**src/rtl/swfsrd_pkg.sv**
```systemverilog
// ----------------------------------------------------------------------------
// swfsrd_pkg
// types, codes and helpers shared by the shape record decoder files
// ----------------------------------------------------------------------------
package swfsrd_pkg;

    localparam int COORD_WIDTH_DEF = 32;
    localparam int CFG_DATA_W      = 16;
    localparam int CFG_IDX_W       = 2;

    localparam logic [CFG_IDX_W-1:0] CFG_STYLES_ALLOWED = 2'd0;
    localparam logic [CFG_IDX_W-1:0] CFG_FONT_MODE      = 2'd1;
    localparam logic [CFG_IDX_W-1:0] CFG_FILL_COUNT     = 2'd2;
    localparam logic [CFG_IDX_W-1:0] CFG_LINE_COUNT     = 2'd3;

    localparam logic [2:0] K_MOVE      = 3'd0;
    localparam logic [2:0] K_LINE      = 3'd1;
    localparam logic [2:0] K_CURVE     = 3'd2;
    localparam logic [2:0] K_STYLE     = 3'd3;
    localparam logic [2:0] K_END       = 3'd4;
    localparam logic [2:0] K_NEWSTYLES = 3'd5;

    localparam logic [4:0] FL_MOVE  = 5'h01;
    localparam logic [4:0] FL_FILL0 = 5'h02;
    localparam logic [4:0] FL_FILL1 = 5'h04;
    localparam logic [4:0] FL_LINE  = 5'h08;
    localparam logic [4:0] FL_NEW   = 5'h10;

    typedef enum logic [4:0] {
        PH_IDLE, PH_TYPE, PH_FLAGS, PH_MOVEBITS, PH_MOVEX, PH_MOVEY,
        PH_FILL0, PH_FILL1, PH_LINE, PH_STRAIGHT, PH_NBITS, PH_CX, PH_CY,
        PH_AX, PH_AY, PH_LINEFLAG, PH_VERTFLAG, PH_GDX, PH_GDY, PH_HDX, PH_VDY
    } ph_t;

    typedef enum logic [1:0] {
        CS_IDLE, CS_BIT, CS_CHAIN, CS_OUT
    } ctl_t;

    typedef struct packed {
        logic [7:0] data_byte;
        logic       start_req;
    } in_t;

    typedef struct packed {
        logic [2:0]         record_kind;
        logic signed [31:0] pos_x;
        logic signed [31:0] pos_y;
        logic signed [31:0] ctrl_x;
        logic signed [31:0] ctrl_y;
        logic [14:0]        left_fill;
        logic [14:0]        right_fill;
        logic [14:0]        line_index;
        logic               last;
    } out_t;

    // next style field to read, PH_IDLE when the record is complete
    function automatic ph_t style_sel(input ph_t from, input logic [4:0] f,
                                      input logic [3:0] fw, input logic [3:0] lw);
        ph_t r;
        r = PH_IDLE;
        if (from == PH_FILL0 && (f & FL_FILL0) != 5'd0 && fw != 4'd0)
            r = PH_FILL0;
        else if ((from == PH_FILL0 || from == PH_FILL1) && (f & FL_FILL1) != 5'd0
                 && fw != 4'd0)
            r = PH_FILL1;
        else if ((f & FL_LINE) != 5'd0 && lw != 4'd0)
            r = PH_LINE;
        return r;
    endfunction

endpackage

```
**src/rtl/swf_shape_record_decoder_top.sv**
```systemverilog
// ----------------------------------------------------------------------------
// swf_shape_record_decoder_top
// bit-serial decoder of shape records with absolute pen tracking
// ----------------------------------------------------------------------------
//  channel  direction  signals                       payload
//  in       input      in_valid / in_ready           in_data (in_t)
//  out      output     out_valid / out_ready         out_data (out_t)
//  cfg      input      cfg_we                        cfg_index, cfg_data
//
//  a start byte, or a byte that arrives while no shape is open, is handled when
//  it is accepted; any other byte is shifted in one bit at a time, up to 8 bits,
//  fewer when the shape ends inside it, with one chain step for each zero-width
//  field completed after a bit; the results are then handed out one at a time
//  while out_ready is high
//  in_ready is high only while no byte is in work and no result is pending
//  rst_n resets control, config and decoder state asynchronously
// ----------------------------------------------------------------------------
module swf_shape_record_decoder_top
    import swfsrd_pkg::*;
#(
    parameter int COORD_WIDTH = COORD_WIDTH_DEF
) (
    input  logic                  clk,
    input  logic                  rst_n,
    input  logic                  in_valid,
    output logic                  in_ready,
    input  in_t                   in_data,
    output logic                  out_valid,
    input  logic                  out_ready,
    output out_t                  out_data,
    input  logic                  cfg_we,
    input  logic [CFG_IDX_W-1:0]  cfg_index,
    input  logic [CFG_DATA_W-1:0] cfg_data
);

    localparam int CW = COORD_WIDTH;

    function automatic logic [CW-1:0] sx(input logic [30:0] a, input logic [4:0] n);
        logic [CW-1:0] r;
        logic          s;
        s = (n != 5'd0) ? a[n - 5'd1] : 1'b0;
        for (int i = 0; i < CW; i++)
        begin
            if (i < 31 && i < int'(n))
                r[i] = a[i];
            else
                r[i] = s;
        end
        return r;
    endfunction

    function automatic logic [31:0] ext32(input logic [CW-1:0] v);
        logic [31:0] r;
        for (int i = 0; i < 32; i++)
        begin
            r[i] = (i < CW) ? v[i] : v[CW-1];
        end
        return r;
    endfunction

    logic              sa_reg, font_reg;
    logic [15:0]       fcnt_reg, lcnt_reg;
    ctl_t              cs_reg, cs_next;
    ph_t               ph_reg, ph_next;
    logic [30:0]       acc_reg, acc_next;
    logic [4:0]        bl_reg, bl_next, fl_reg, fl_next, fw_reg, fw_next;
    logic [3:0]        fillw_reg, fillw_next, linew_reg, linew_next;
    logic [CW-1:0]     px_reg, px_next, py_reg, py_next, cx_reg, cx_next, cy_reg, cy_next;
    logic [14:0]       lf_reg, lf_next, rf_reg, rf_next, ln_reg, ln_next;
    logic [7:0]        sh_reg, sh_next;
    logic [3:0]        bc_reg, bc_next;
    out_t              b0_reg, b0_next, b1_reg, b1_next;
    logic [1:0]        cnt_reg, cnt_next;
    logic              oi_reg, oi_next;

    logic              in_acc, out_acc, cmp, emit, curve;
    logic [2:0]        kind;
    logic [30:0]       a;
    logic [4:0]        bl_dec;
    ph_t               sel;
    logic [4:0]        sf;
    logic [15:0]       flim, llim;
    out_t              rec;

    assign in_acc  = in_valid && in_ready;
    assign out_acc = out_valid && out_ready;
    assign flim    = font_reg ? 16'd1 : fcnt_reg;
    assign llim    = font_reg ? 16'd1 : lcnt_reg;

    always_comb
    begin
        ph_next    = ph_reg;
        acc_next   = acc_reg;
        bl_next    = bl_reg;
        fl_next    = fl_reg;
        fw_next    = fw_reg;
        fillw_next = fillw_reg;
        linew_next = linew_reg;
        px_next    = px_reg;
        py_next    = py_reg;
        cx_next    = cx_reg;
        cy_next    = cy_reg;
        lf_next    = lf_reg;
        rf_next    = rf_reg;
        ln_next    = ln_reg;
        sh_next    = sh_reg;
        bc_next    = bc_reg;
        emit       = 1'b0;
        curve      = 1'b0;
        kind       = K_END;
        cmp        = 1'b0;
        a          = acc_reg;
        bl_dec     = bl_reg;
        sel        = PH_IDLE;
        sf         = fl_reg;

        if (cs_reg == CS_IDLE && in_acc)
        begin
            if (in_data.start_req)
            begin
                px_next    = '0;
                py_next    = '0;
                cx_next    = '0;
                cy_next    = '0;
                lf_next    = '0;
                rf_next    = '0;
                ln_next    = '0;
                fl_next    = '0;
                fw_next    = '0;
                fillw_next = in_data.data_byte[7:4];
                linew_next = in_data.data_byte[3:0];
                acc_next   = '0;
                if (font_reg && in_data.data_byte == 8'd0)
                begin
                    emit    = 1'b1;
                    kind    = K_END;
                    ph_next = PH_IDLE;
                    bl_next = '0;
                end
                else
                begin
                    ph_next = PH_TYPE;
                    bl_next = 5'd1;
                end
            end
            else
            begin
                sh_next = in_data.data_byte;
                bc_next = '0;
            end
        end
        else if (cs_reg == CS_BIT || cs_reg == CS_CHAIN)
        begin
            if (cs_reg == CS_BIT)
            begin
                a       = {acc_reg[29:0], sh_reg[7]};
                sh_next = {sh_reg[6:0], 1'b0};
                bc_next = bc_reg + 4'd1;
                bl_dec  = (bl_reg != 5'd0) ? bl_reg - 5'd1 : 5'd0;
            end
            acc_next = a;
            bl_next  = bl_dec;
            cmp      = (bl_dec == 5'd0);
            if (cmp)
            begin
                acc_next = '0;
                unique case (ph_reg)
                    PH_TYPE:
                    begin
                        ph_next = a[0] ? PH_STRAIGHT : PH_FLAGS;
                        bl_next = a[0] ? 5'd1 : 5'd5;
                    end
                    PH_FLAGS, PH_MOVEY, PH_FILL0, PH_FILL1, PH_LINE:
                    begin
                        if (ph_reg == PH_FLAGS)
                        begin
                            sf      = a[4:0];
                            fl_next = a[4:0];
                        end
                        if (ph_reg == PH_MOVEY)
                            py_next = sx(a, fw_reg);
                        if (ph_reg == PH_FILL0)
                            lf_next = ({1'b0, a[14:0]} > flim) ? 15'd0 : a[14:0];
                        if (ph_reg == PH_FILL1)
                            rf_next = ({1'b0, a[14:0]} > flim) ? 15'd0 : a[14:0];
                        if (ph_reg == PH_LINE)
                            ln_next = ({1'b0, a[14:0]} > llim) ? 15'd0 : a[14:0];
                        if (ph_reg == PH_FLAGS && sf == 5'd0)
                        begin
                            emit    = 1'b1;
                            kind    = K_END;
                            ph_next = PH_IDLE;
                            bl_next = '0;
                        end
                        else if (ph_reg == PH_FLAGS && (sf & FL_MOVE) != 5'd0)
                        begin
                            ph_next = PH_MOVEBITS;
                            bl_next = 5'd5;
                        end
                        else
                        begin
                            if (ph_reg == PH_LINE)
                                sel = PH_IDLE;
                            else if (ph_reg == PH_FILL1)
                                sel = style_sel(PH_LINE, sf, fillw_reg, linew_reg);
                            else if (ph_reg == PH_FILL0)
                                sel = style_sel(PH_FILL1, sf, fillw_reg, linew_reg);
                            else
                                sel = style_sel(PH_FILL0, sf, fillw_reg, linew_reg);
                            if (sel != PH_IDLE)
                            begin
                                ph_next = sel;
                                bl_next = {1'b0, (sel == PH_LINE) ? linew_reg : fillw_reg};
                            end
                            else if ((sf & FL_NEW) != 5'd0 && sa_reg)
                            begin
                                emit    = 1'b1;
                                kind    = K_NEWSTYLES;
                                ph_next = PH_IDLE;
                                bl_next = '0;
                            end
                            else
                            begin
                                emit    = 1'b1;
                                kind    = ((sf & FL_MOVE) != 5'd0) ? K_MOVE : K_STYLE;
                                ph_next = PH_TYPE;
                                bl_next = 5'd1;
                            end
                        end
                    end
                    PH_MOVEBITS:
                    begin
                        fw_next = a[4:0];
                        ph_next = PH_MOVEX;
                        bl_next = a[4:0];
                    end
                    PH_MOVEX:
                    begin
                        px_next = sx(a, fw_reg);
                        ph_next = PH_MOVEY;
                        bl_next = fw_reg;
                    end
                    PH_STRAIGHT:
                    begin
                        fl_next = {4'd0, a[0]};
                        ph_next = PH_NBITS;
                        bl_next = 5'd4;
                    end
                    PH_NBITS:
                    begin
                        fw_next = 5'd2 + {1'b0, a[3:0]};
                        ph_next = fl_reg[0] ? PH_LINEFLAG : PH_CX;
                        bl_next = fl_reg[0] ? 5'd1 : 5'd2 + {1'b0, a[3:0]};
                    end
                    PH_CX:
                    begin
                        cx_next = px_reg + sx(a, fw_reg);
                        ph_next = PH_CY;
                        bl_next = fw_reg;
                    end
                    PH_CY:
                    begin
                        cy_next = py_reg + sx(a, fw_reg);
                        ph_next = PH_AX;
                        bl_next = fw_reg;
                    end
                    PH_AX:
                    begin
                        px_next = cx_reg + sx(a, fw_reg);
                        ph_next = PH_AY;
                        bl_next = fw_reg;
                    end
                    PH_AY:
                    begin
                        py_next = cy_reg + sx(a, fw_reg);
                        emit    = 1'b1;
                        curve   = 1'b1;
                        kind    = K_CURVE;
                        ph_next = PH_TYPE;
                        bl_next = 5'd1;
                    end
                    PH_LINEFLAG:
                    begin
                        ph_next = a[0] ? PH_GDX : PH_VERTFLAG;
                        bl_next = a[0] ? fw_reg : 5'd1;
                    end
                    PH_VERTFLAG:
                    begin
                        ph_next = a[0] ? PH_VDY : PH_HDX;
                        bl_next = fw_reg;
                    end
                    PH_GDX:
                    begin
                        px_next = px_reg + sx(a, fw_reg);
                        ph_next = PH_GDY;
                        bl_next = fw_reg;
                    end
                    PH_GDY, PH_VDY:
                    begin
                        py_next = py_reg + sx(a, fw_reg);
                        emit    = 1'b1;
                        kind    = K_LINE;
                        ph_next = PH_TYPE;
                        bl_next = 5'd1;
                    end
                    PH_HDX:
                    begin
                        px_next = px_reg + sx(a, fw_reg);
                        emit    = 1'b1;
                        kind    = K_LINE;
                        ph_next = PH_TYPE;
                        bl_next = 5'd1;
                    end
                    default:
                    begin
                        ph_next = PH_IDLE;
                        bl_next = '0;
                    end
                endcase
            end
        end
    end

    always_comb
    begin
        rec.record_kind = kind;
        rec.pos_x       = ext32(px_next);
        rec.pos_y       = ext32(py_next);
        rec.ctrl_x      = curve ? ext32(cx_next) : 32'd0;
        rec.ctrl_y      = curve ? ext32(cy_next) : 32'd0;
        rec.left_fill   = lf_next;
        rec.right_fill  = rf_next;
        rec.line_index  = ln_next;
        rec.last        = 1'b0;
    end

    always_comb
    begin
        b0_next  = b0_reg;
        b1_next  = b1_reg;
        cnt_next = cnt_reg;
        oi_next  = oi_reg;
        if (cs_reg == CS_IDLE && in_acc)
        begin
            cnt_next = '0;
            oi_next  = 1'b0;
        end
        if (cs_reg == CS_OUT && out_acc)
            oi_next = 1'b1;
        if (emit)
        begin
            if (cs_reg == CS_IDLE)
            begin
                b0_next  = rec;
                cnt_next = 2'd1;
            end
            else if (cnt_reg == 2'd0)
            begin
                b0_next  = rec;
                cnt_next = 2'd1;
            end
            else if (cnt_reg == 2'd1)
            begin
                b1_next  = rec;
                cnt_next = 2'd2;
            end
        end
    end

    // control sequencing
    always_comb
    begin
        cs_next = cs_reg;
        unique case (cs_reg)
            CS_IDLE:
            begin
                if (in_acc)
                begin
                    if (in_data.start_req)
                        cs_next = emit ? CS_OUT : CS_IDLE;
                    else if (ph_reg != PH_IDLE)
                        cs_next = CS_BIT;
                end
            end
            CS_BIT, CS_CHAIN:
            begin
                if (ph_next == PH_IDLE || (bl_next != 5'd0 && bc_next == 4'd8))
                    cs_next = (cnt_next != 2'd0) ? CS_OUT : CS_IDLE;
                else if (bl_next == 5'd0)
                    cs_next = CS_CHAIN;
                else
                    cs_next = CS_BIT;
            end
            CS_OUT:
            begin
                if (out_acc && (oi_reg || cnt_reg == 2'd1))
                    cs_next = CS_IDLE;
            end
            default: cs_next = CS_IDLE;
        endcase
    end

    always_comb
    begin
        in_ready  = (cs_reg == CS_IDLE);
        out_valid = (cs_reg == CS_OUT);
        out_data  = oi_reg ? b1_reg : b0_reg;
        out_data.last = oi_reg || cnt_reg == 2'd1;
    end

    always_ff @(posedge clk or negedge rst_n)
    begin
        if (!rst_n)
        begin
            sa_reg    <= 1'b1;
            font_reg  <= 1'b0;
            fcnt_reg  <= '0;
            lcnt_reg  <= '0;
            cs_reg    <= CS_IDLE;
            ph_reg    <= PH_IDLE;
            acc_reg   <= '0;
            bl_reg    <= '0;
            fl_reg    <= '0;
            fw_reg    <= '0;
            fillw_reg <= '0;
            linew_reg <= '0;
            px_reg    <= '0;
            py_reg    <= '0;
            cx_reg    <= '0;
            cy_reg    <= '0;
            lf_reg    <= '0;
            rf_reg    <= '0;
            ln_reg    <= '0;
            bc_reg    <= '0;
            cnt_reg   <= '0;
            oi_reg    <= 1'b0;
        end
        else
        begin
            if (cfg_we)
            begin
                unique case (cfg_index)
                    CFG_STYLES_ALLOWED: sa_reg   <= cfg_data[0];
                    CFG_FONT_MODE:      font_reg <= cfg_data[0];
                    CFG_FILL_COUNT:     fcnt_reg <= cfg_data;
                    CFG_LINE_COUNT:     lcnt_reg <= cfg_data;
                    default:            sa_reg   <= sa_reg;
                endcase
            end
            cs_reg    <= cs_next;
            ph_reg    <= ph_next;
            acc_reg   <= acc_next;
            bl_reg    <= bl_next;
            fl_reg    <= fl_next;
            fw_reg    <= fw_next;
            fillw_reg <= fillw_next;
            linew_reg <= linew_next;
            px_reg    <= px_next;
            py_reg    <= py_next;
            cx_reg    <= cx_next;
            cy_reg    <= cy_next;
            lf_reg    <= lf_next;
            rf_reg    <= rf_next;
            ln_reg    <= ln_next;
            bc_reg    <= bc_next;
            cnt_reg   <= cnt_next;
            oi_reg    <= oi_next;
        end
    end

    always_ff @(posedge clk)
    begin
        sh_reg <= sh_next;
        b0_reg <= b0_next;
        b1_reg <= b1_next;
    end

endmodule

```
**config.mk**
```make
export PLATFORM = sky130hd
export DESIGN_NAME = swf_shape_record_decoder_top
export DESIGN_NICKNAME = d
export VERILOG_FILES = /design/src/rtl/swfsrd_pkg.sv /design/src/rtl/swf_shape_record_decoder_top.sv
export SDC_FILE = /design/constraint.sdc
export NUM_CORES = 1
export LEC_CHECK = 0
export BUFFER_PORTS_ARGS = -buffer_cell sky130_fd_sc_hd__buf_2
export CORE_ASPECT_RATIO = 1.1
export CORE_UTILIZATION = 52
export CTS_CLUSTER_DIAMETER = 150
export DETAILED_ROUTE_END_ITERATION = 10
export PLACE_DENSITY_LB_ADDON = 0.12
export SYNTH_ARGS = -nofsm -noshare
export SYNTH_HDL_FRONTEND = slang
export SYNTH_SLANG_ARGS = --single-unit
```
**constraint.sdc**
```tcl
create_clock -name clk -period 26.2 [get_ports clk]
set_input_delay 5.24 -clock clk [delete_from_list [all_inputs] [get_ports clk]]
set_output_delay 5.24 -clock clk [all_outputs]
set_load 0.02 [all_outputs]
```
After elaboration in Yosys (flattened, before gate mapping):

Index checks and enable logic that the tools add are counted.

* flip-flop bits (word level): 635
* input port bits: 32
* output and inout bits: 179
* logic and storage cells: 1264

* add/sub/neg operators: 11
* $lt $le $gt $ge: 34
* equal/unequal tests: 34
* muxes and demuxes: 1087
* bitwise operators: 2
* reductions and logical operators: 57

Operator list (count)
* 1-bit 2-to-1 mux: 946
* 32-bit 2-to-1 mux: 21
* 177-bit 2-to-1 mux: 3
* 15-bit 2-to-1 mux: 20
* 32-bit adder: 7
* 31-bit 2-to-1 mux: 7
* 5-bit 2-to-1 mux: 40
* 32-bit one-hot mux with 4 select lines: 1
* 32-bit one-hot mux with 3 select lines: 1
* 5-bit < comparator, first input constant: 15
* 5-bit one-hot mux with 13 select lines: 1
* 5-bit by 4-bit == test with 1-bit output, second input constant: 9
* 4-bit by 5-bit < comparator with 1-bit output, first input constant: 8
* 4-bit 2-to-1 mux: 10
* 5-bit one-hot mux with 8 select lines: 1
* 15-bit by 16-bit greater-than comparator with 1-bit output: 2
* 16-bit 2-to-1 mux: 2
* 8-bit 2-to-1 mux: 4
* 3-bit 2-to-1 mux: 10
* 2-bit 2-to-1 mux: 14
* 5-bit == test, second input constant: 5
* 5-bit nonzero test: 5
* 5-bit by 3-bit == test with 1-bit output, second input constant: 4
* 5-bit zero test: 4
* 36 further kinds: 85

Logic depth before layout (Yosys ltp):

Gate-level depths: netlist (run 1).

* depth in word-level cells: 36
* depth in mapped cells: 29

Worst setup path after synthesis (run 1):

Ideal clock, no wire load.

* path kind: input to register
* from: input in_valid
* to: register b0_reg[100] in the netlist's numbering (enable)
* setup time: 0.981 ns
* arrival time: 19.371 ns
* slack: 5.848 ns
* cell stages on the path: 9
* buffers on the path: 2
* path through: and2_1 clkbuf_1 nor2_1 nand2_1 clkbuf_1 nor2_1 o31a_1 a21o_1 a21boi_0

* word-level cells in the longest chain between the ends: 4

RTL lines
* from (decl): RTL line swf_shape_record_decoder_top.sv:25 `input logic in_valid,`
* 1-bit logical AND: RTL line swf_shape_record_decoder_top.sv:85 `assign in_acc = in_valid && in_ready;`
* 1-bit logical AND: RTL line swf_shape_record_decoder_top.sv:117 `if (cs_reg == CS_IDLE && in_acc)`
* 1-bit 2-to-1 mux: RTL line swf_shape_record_decoder_top.sv:117
* 2-bit AND reduction (no line)
* to (signal assigned): RTL line swf_shape_record_decoder_top.sv:474 `b0_reg <= b0_next;`
* to (decl): RTL line swf_shape_record_decoder_top.sv:72 `out_t b0_reg, b0_next, b1_reg, b1_next;`

Every way passes these cells.
A chain may end at the register's enable or synchronous reset.

Worst setup path in the final report (run 1):

* from: input in_valid
* to: register b0_reg[54] in the netlist's numbering (enable)

Same word-level chain as after synthesis.

==> flow_metrics.tcl, run 1 <==
set metrics [dict create \
    ys_seq_area_share_pct 50.8 \
    yosys.cell_types.count 96 \
    area_delta_synth_final_pct 12.2 \
    cts_setup_buffers 0 \
    initial_core_util_pct 52.5 \
    worstSkewPairLatency_ns 0.63 \
    cp-start-kind "primary input" \
    yosys.cell_count.top_type "edfxtp_1" \
    path_max_fanout 64 \
    portBuffers 210 \
    antenna_found_initial 2 \
    yosysWarnings 0 \
    grt_pass1_vias 26700 \
    syn_area_per_cell_sq_um 11.0 \
    slew_headroom_pct 12.9 \
    drt-vias-per-instance 6.26 \
    ant_nets 0 \
    die_w_microns 249 \
    setup_viol 0 \
    drt_wl_total_microns 103000 \
    netlist_top_cells_count "edfxtp_1, nand2_1, o21ai_0, dfrtp_1, mux2_2" \
    clockBufferDepth 3 \
    synth_area_leader_cell "edfxtp_1" \
    htreeDepth 3 \
    p_sw_mw 1.30 \
    netlist_instances 3153 \
    drv_slew 0 \
    ff_latch_area_sq_mm 0.0177 \
    critPathKind "primary input to register" \
    grt_max_degree 124 \
    ys_ff_latch 635 \
    drive_above_1_share_pct 19.8 \
    synth_ff_type "edfxtp_1" \
    route.detailed.drc 0 \
    fmax_mhz 107 \
    place_hpwl_microns 71300 \
    worstPathRequired_ns 26.45 \
    dieArea_sq_mm 0.0680 \
    p_int_mw 2.12 \
    path_clk_slew_ns 0.06 \
    die_y_microns 273 \
    grt.total_usage_pct 30.1 \
    fin_nets 3536 \
    synth.area.top_cells "edfxtp_1, dfrtp_1, mux2_2" \
    hold_violations 0 \
    seqPwrFrac_pct 37.0 \
    grt_pass1_wl_microns 158000 \
    io_pins 211 \
    cts_tree "built" \
    swShare_pct 38.0 \
    vias 26600 \
    cts_resized 0 \
    rows 99 \
    worstMarginPinSlew_ns 1.30 \
    timing.final.crit_share_pct 35.7 \
    rsz0062_at_grt "no" \
    max_cap_violations 0 \
    dpl.cell_count 4127 \
    routedWlPerCell_microns 24.2 \
    drtIter0Drc 2256 \
    ctsHoldBuffers 0 \
    cts_root_buffer "clkbuf_16" \
    first_pass_iters 6 \
    hp-class "register to register" \
    worstSetupEndpointType "register" \
    finalCoreUtilization_pct 58.9 \
    synthesis.area_sq_mm 0.0348 \
    grt_overflow 0 \
    synth_top_area_share_pct 31.1 \
    whs_ns 0.481 \
    p_comb_share_pct 35.0 \
    globalplace.congestion 0.918 \
    numClockSinks 635 \
    fillers 5487 \
    period_needed_ns 9.35 \
    leakagePower_nw 16.9 \
    pwr-share-clk_pct 28.1 \
    multiInputGateArea_sq_mm 0.0163 \
    core-area_sq_mm 0.0663 \
    p_per_area_mw_per_mm2 87.5 \
    fin_cells 4252 \
    cts_buffers 67 \
    cp_data_arrival_time_ns 9.60 \
    outcome "finished clean" \
    skew_ns 0.0246 \
    peakVddDrop_mv 0.0632 \
    async_flop_share_pct 43.3 \
    power_mw 3.42 \
    tns_ns 0 \
    syn_nets 3351 \
    synth-edff-count 360 \
]
-- layout by cell type, fill, tap and decap left out, types with 161 or more instances in the layout --
cell type and n:
buf_2 209, a21oi_1 198, nand2_1 296, nor2_1 183, dfrtp_1 273, mux2_2 217
o21ai_0 279, ha_1 161, edfxtp_1 360
-- critical path, stage by stage --
cell	delay, ns
buf_2	0.13
and2_1	0.15
nor2_1	0.08
buf_4	0.26
nand2_1	0.37
nor2_1	0.24
o31a_1	0.30
a21o_1	0.21
a21boi_4	0.20
buf_4	0.68
buf_4	0.90
buf_4	0.71
-- worst paths after layout --
check / slack, ns / endpoint / cells past startpoint / from
max: 16.85 / b0_reg[54]$_DFFE_PP_ / 12 / in_valid
min: 0.48 / bc_reg[3]$_DFF_PN0_ / 1 / bc_reg[3]$_DFF_PN0_
max reg2reg: 17.81 / b0_reg[134]$_DFFE_PP_ / 24 / cs_reg[1]$_DFFE_PN0P_
min reg2reg: 0.48 / bc_reg[3]$_DFF_PN0_ / 1 / bc_reg[3]$_DFF_PN0_
max in group asynchronous: 19.44 / cy_reg[16]$_DFF_PN0_ / 3 / rst_n
min in group asynchronous: 4.65 / bc_reg[2]$_DFF_PN0_ / 1 / rst_n
-- metal layers --
metal  global-route usage (%)  wire length (microns)
met4                     13.6                   4290
met2                     51.0                  49800
met1                     39.1                  42900
met3                     3.45                   5850
met5                        0                      0
-- metrics by stage --
stage | worst slack (ns) | cell area, sq um
after floorplan | 5.85 | 34800
after global placement | 16.26 | 36900
after detailed placement | 16.14 | 36900
after CTS | 16.81 | 39000
after global routing | 16.55 | 39000
final | 16.85 | 39000
-- final cells by class --
type / count / share of cell area [%]
flip-flops and latches: 635 / 45.3
multi-input cells: 2299 / 41.7
clock buffers: 87 / 4.56
repair buffers: 276 / 4.02
well taps: 858 / 2.75
clock inverters: 37 / 1.05
inverters: 59 / 0.567
diodes: 1 / 0.00641
-- power by group through the flow --
stage	Combinational, mW	Sequential [mW]	Clock, mW
6_report	1.20	1.26	0.959
5_1_grt	1.29	1.27	1.01
2_1_floorplan	0.837	1.25	0
3_3_place_gp	1.16	1.28	0
3_5_place_dp	1.18	1.28	0
4_1_cts	1.19	1.26	0.978
-- cells by family after synthesis --
family	Yosys count	share of synthesized area, %
fa+ha+maj	167	6.08
compound gates	896	16.7
mux	278	9.26
flops	635	50.8
xor+xnor	116	2.96
simple gates	842	11.6
buf+inv	219	2.54
(Power assumes the default switching activity.)
==> run 2, diff against run 1 <==
Clock period 26.2 ns to 7.75 ns, I/O delays scaled along.
==> flow_metrics.tcl, run 2 (synthesized netlist as in run 1, its figures left out) <==
set metrics [dict create \
    worstSetupEndpointType "register" \
    r2r_start "fw_reg[0]$_DFFE_PN0P_" \
    route.detailed.drc 0 \
    io_pins 211 \
    peakVddDrop_mv 0.244 \
    grt.total_usage_pct 30.4 \
    worstHoldPathCells 1 \
    hold_violations 0 \
    cts_root_buffer "clkbuf_16" \
    die_y_microns 273 \
    fin_cells 4257 \
    layout_common_cells "edfxtp_1, nand2_1, o21ai_0, dfrtp_1, mux2_2" \
    place_hpwl_microns 73100 \
    fillers 5505 \
    period_needed_ns 7.10 \
    path_clk_slew_ns 0.06 \
    ff_latch_area_sq_mm 0.0177 \
    r2r_setup_slack_ns 0.65 \
    reg2regPathDepth 21 \
    core-area_sq_mm 0.0663 \
    vias 26500 \
    final.setup.worst_slack_ns 0.649 \
    fin_nets 3540 \
    swShare_pct 37.5 \
    p_comb_share_pct 35.0 \
    pwr-share-clk_pct 28.2 \
    tns_ns 0 \
    cts_buffers 67 \
    ctsHoldBuffers 0 \
    critPathKind "register to register" \
    routedWlPerCell_microns 24.4 \
    hp-class "register to register" \
    pre_cts_slack_ns 0.450 \
    dpl.cell_count 4131 \
    setup_viol 0 \
    rows 99 \
    leakagePower_nw 17.0 \
    finalCoreUtilization_pct 59.2 \
    timing.final.crit_share_pct 91.6 \
    p_sw_mw 4.35 \
    htreeDepth 3 \
    worstMarginPinSlew_ns 1.26 \
    worstPathRequired_ns 8.08 \
    drive_above_1_share_pct 20.2 \
    globalplace.congestion 0.915 \
    final_common_cell "edfxtp_1" \
    drt-vias-per-instance 6.23 \
    dieArea_sq_mm 0.0680 \
    multiInputGateArea_sq_mm 0.0163 \
    cts_tree "built" \
    initial_core_util_pct 52.5 \
    p_per_area_mw_per_mm2 295 \
    fmax_mhz 141 \
    r2r-end "b1_reg[140]$_DFFE_PP_" \
    drtIter0Drc 2180 \
    slew_headroom_pct 13.7 \
    rsz0062_at_grt "no" \
    worstSkewPairLatency_ns 0.62 \
    placed_area_sq_mm 0.0369 \
    portBuffers 210 \
    drv_slew 0 \
    first_pass_iters 6 \
    ant_nets 0 \
    area_delta_synth_final_pct 12.7 \
    holdPathEnd "bc_reg[3]$_DFF_PN0_" \
    seqPwrFrac_pct 36.8 \
    die_w_microns 249 \
    grt_overflow 0 \
    cp-start-kind "register" \
    grt_pass1_wl_microns 159000 \
    hp-start "bc_reg[3]$_DFF_PN0_" \
    max_cap_violations 0 \
    grt_max_degree 154 \
    p_int_mw 7.24 \
    path_max_fanout 16 \
    cp_data_arrival_time_ns 7.44 \
    fin_area_sq_mm 0.0392 \
    skew_ns 0.0218 \
    numClockSinks 635 \
    outcome "finished clean" \
    antenna_found_initial 0 \
    grt_pass1_vias 26500 \
    clockBufferDepth 3 \
    drt_wl_total_microns 104000 \
]
-- run 2: worst max-delay path by stage --
stage	from	to	slack, ns	cells after the start
floorplan	in_valid	b1_reg[100]$_DFFE_PP_	0.27	8
global placement	fw_reg[0]$_DFFE_PN0P_	b0_reg[140]$_DFFE_PP_	0.61	21
detailed placement	fw_reg[0]$_DFFE_PN0P_	b1_reg[140]$_DFFE_PP_	0.45	21
CTS	fw_reg[0]$_DFFE_PN0P_	b1_reg[140]$_DFFE_PP_	0.42	21
global route	fw_reg[0]$_DFFE_PN0P_	b0_reg[140]$_DFFE_PP_	0.15	21
finish	fw_reg[0]$_DFFE_PN0P_	b1_reg[140]$_DFFE_PP_	0.65	21
-- run 2: layer usage --
metal / vias to the layer above / part of all wire, % / global-route usage, % / wire [microns]
li1: 12200 / - / - / -
met1: 13100 / 42 / 39.6 / 43900
met2: 952 / 48 / 50.8 / 49700
met3: 240 / 5.2 / 3.81 / 5420
met4: 0 / 4.6 / 14.7 / 4830
met5: - / 0 / 0 / 0
-- run 2: power groups by stage --
stage | combinational [mW] | sequential [mW] | clock, mW
2_1_floorplan | 2.84 | 4.17 | 0
3_3_place_gp | 3.96 | 4.31 | 0
3_5_place_dp | 4.01 | 4.32 | 0
4_1_cts | 4.03 | 4.26 | 3.33
5_1_grt | 4.36 | 4.30 | 3.46
6_report | 4.06 | 4.26 | 3.27
-- run 2: critical path: stages, from the launching register on --
cell and delay, ns:
dfrtp_1 0.59, inv_2 0.22, ha_2 0.55, mux4_2 0.55, mux4_2 0.46, mux2_2 0.31
nand2_4 0.11, o221a_2 0.45, a21oi_1 0.37, inv_1 0.27, fa_1 0.26, nor2b_1 0.05
o21ai_0 0.26, a21boi_0 0.23, o31ai_2 0.43, a211oi_1 0.16, o21ai_0 0.40, o21ai_0 0.24
a21o_1 0.23, and3_1 0.16, a2111oi_0 0.34, a21oi_1 0.17
-- run 2: cell type report --
type / count / area share, %
antenna: 2 / 0.0128
clock buffer: 95 / 4.96
clock inverter: 29 / 0.829
inverter: 59 / 0.565
multi-input combinational: 2299 / 41.6
sequential: 635 / 45.1
tap: 858 / 2.74
timing repair buffer: 280 / 4.24
-- run 2: metrics by stage --
step / power (mW) / hold slack (ns)
after floorplan: 7.01 / 0.445
after global placement: 8.27 / 0.460
after detailed placement: 8.34 / 0.473
after CTS: 11.6 / 0.481
after global routing: 12.1 / 0.503
final: 11.6 / 0.485
-- run 2: repair_timing --
action | in CTS | in global routing
endpoints found under the setup margin | 0 | 5
setup buffers | 0 | 0
hold endpoints to repair | 0 | 0
resized for setup | 0 | 2
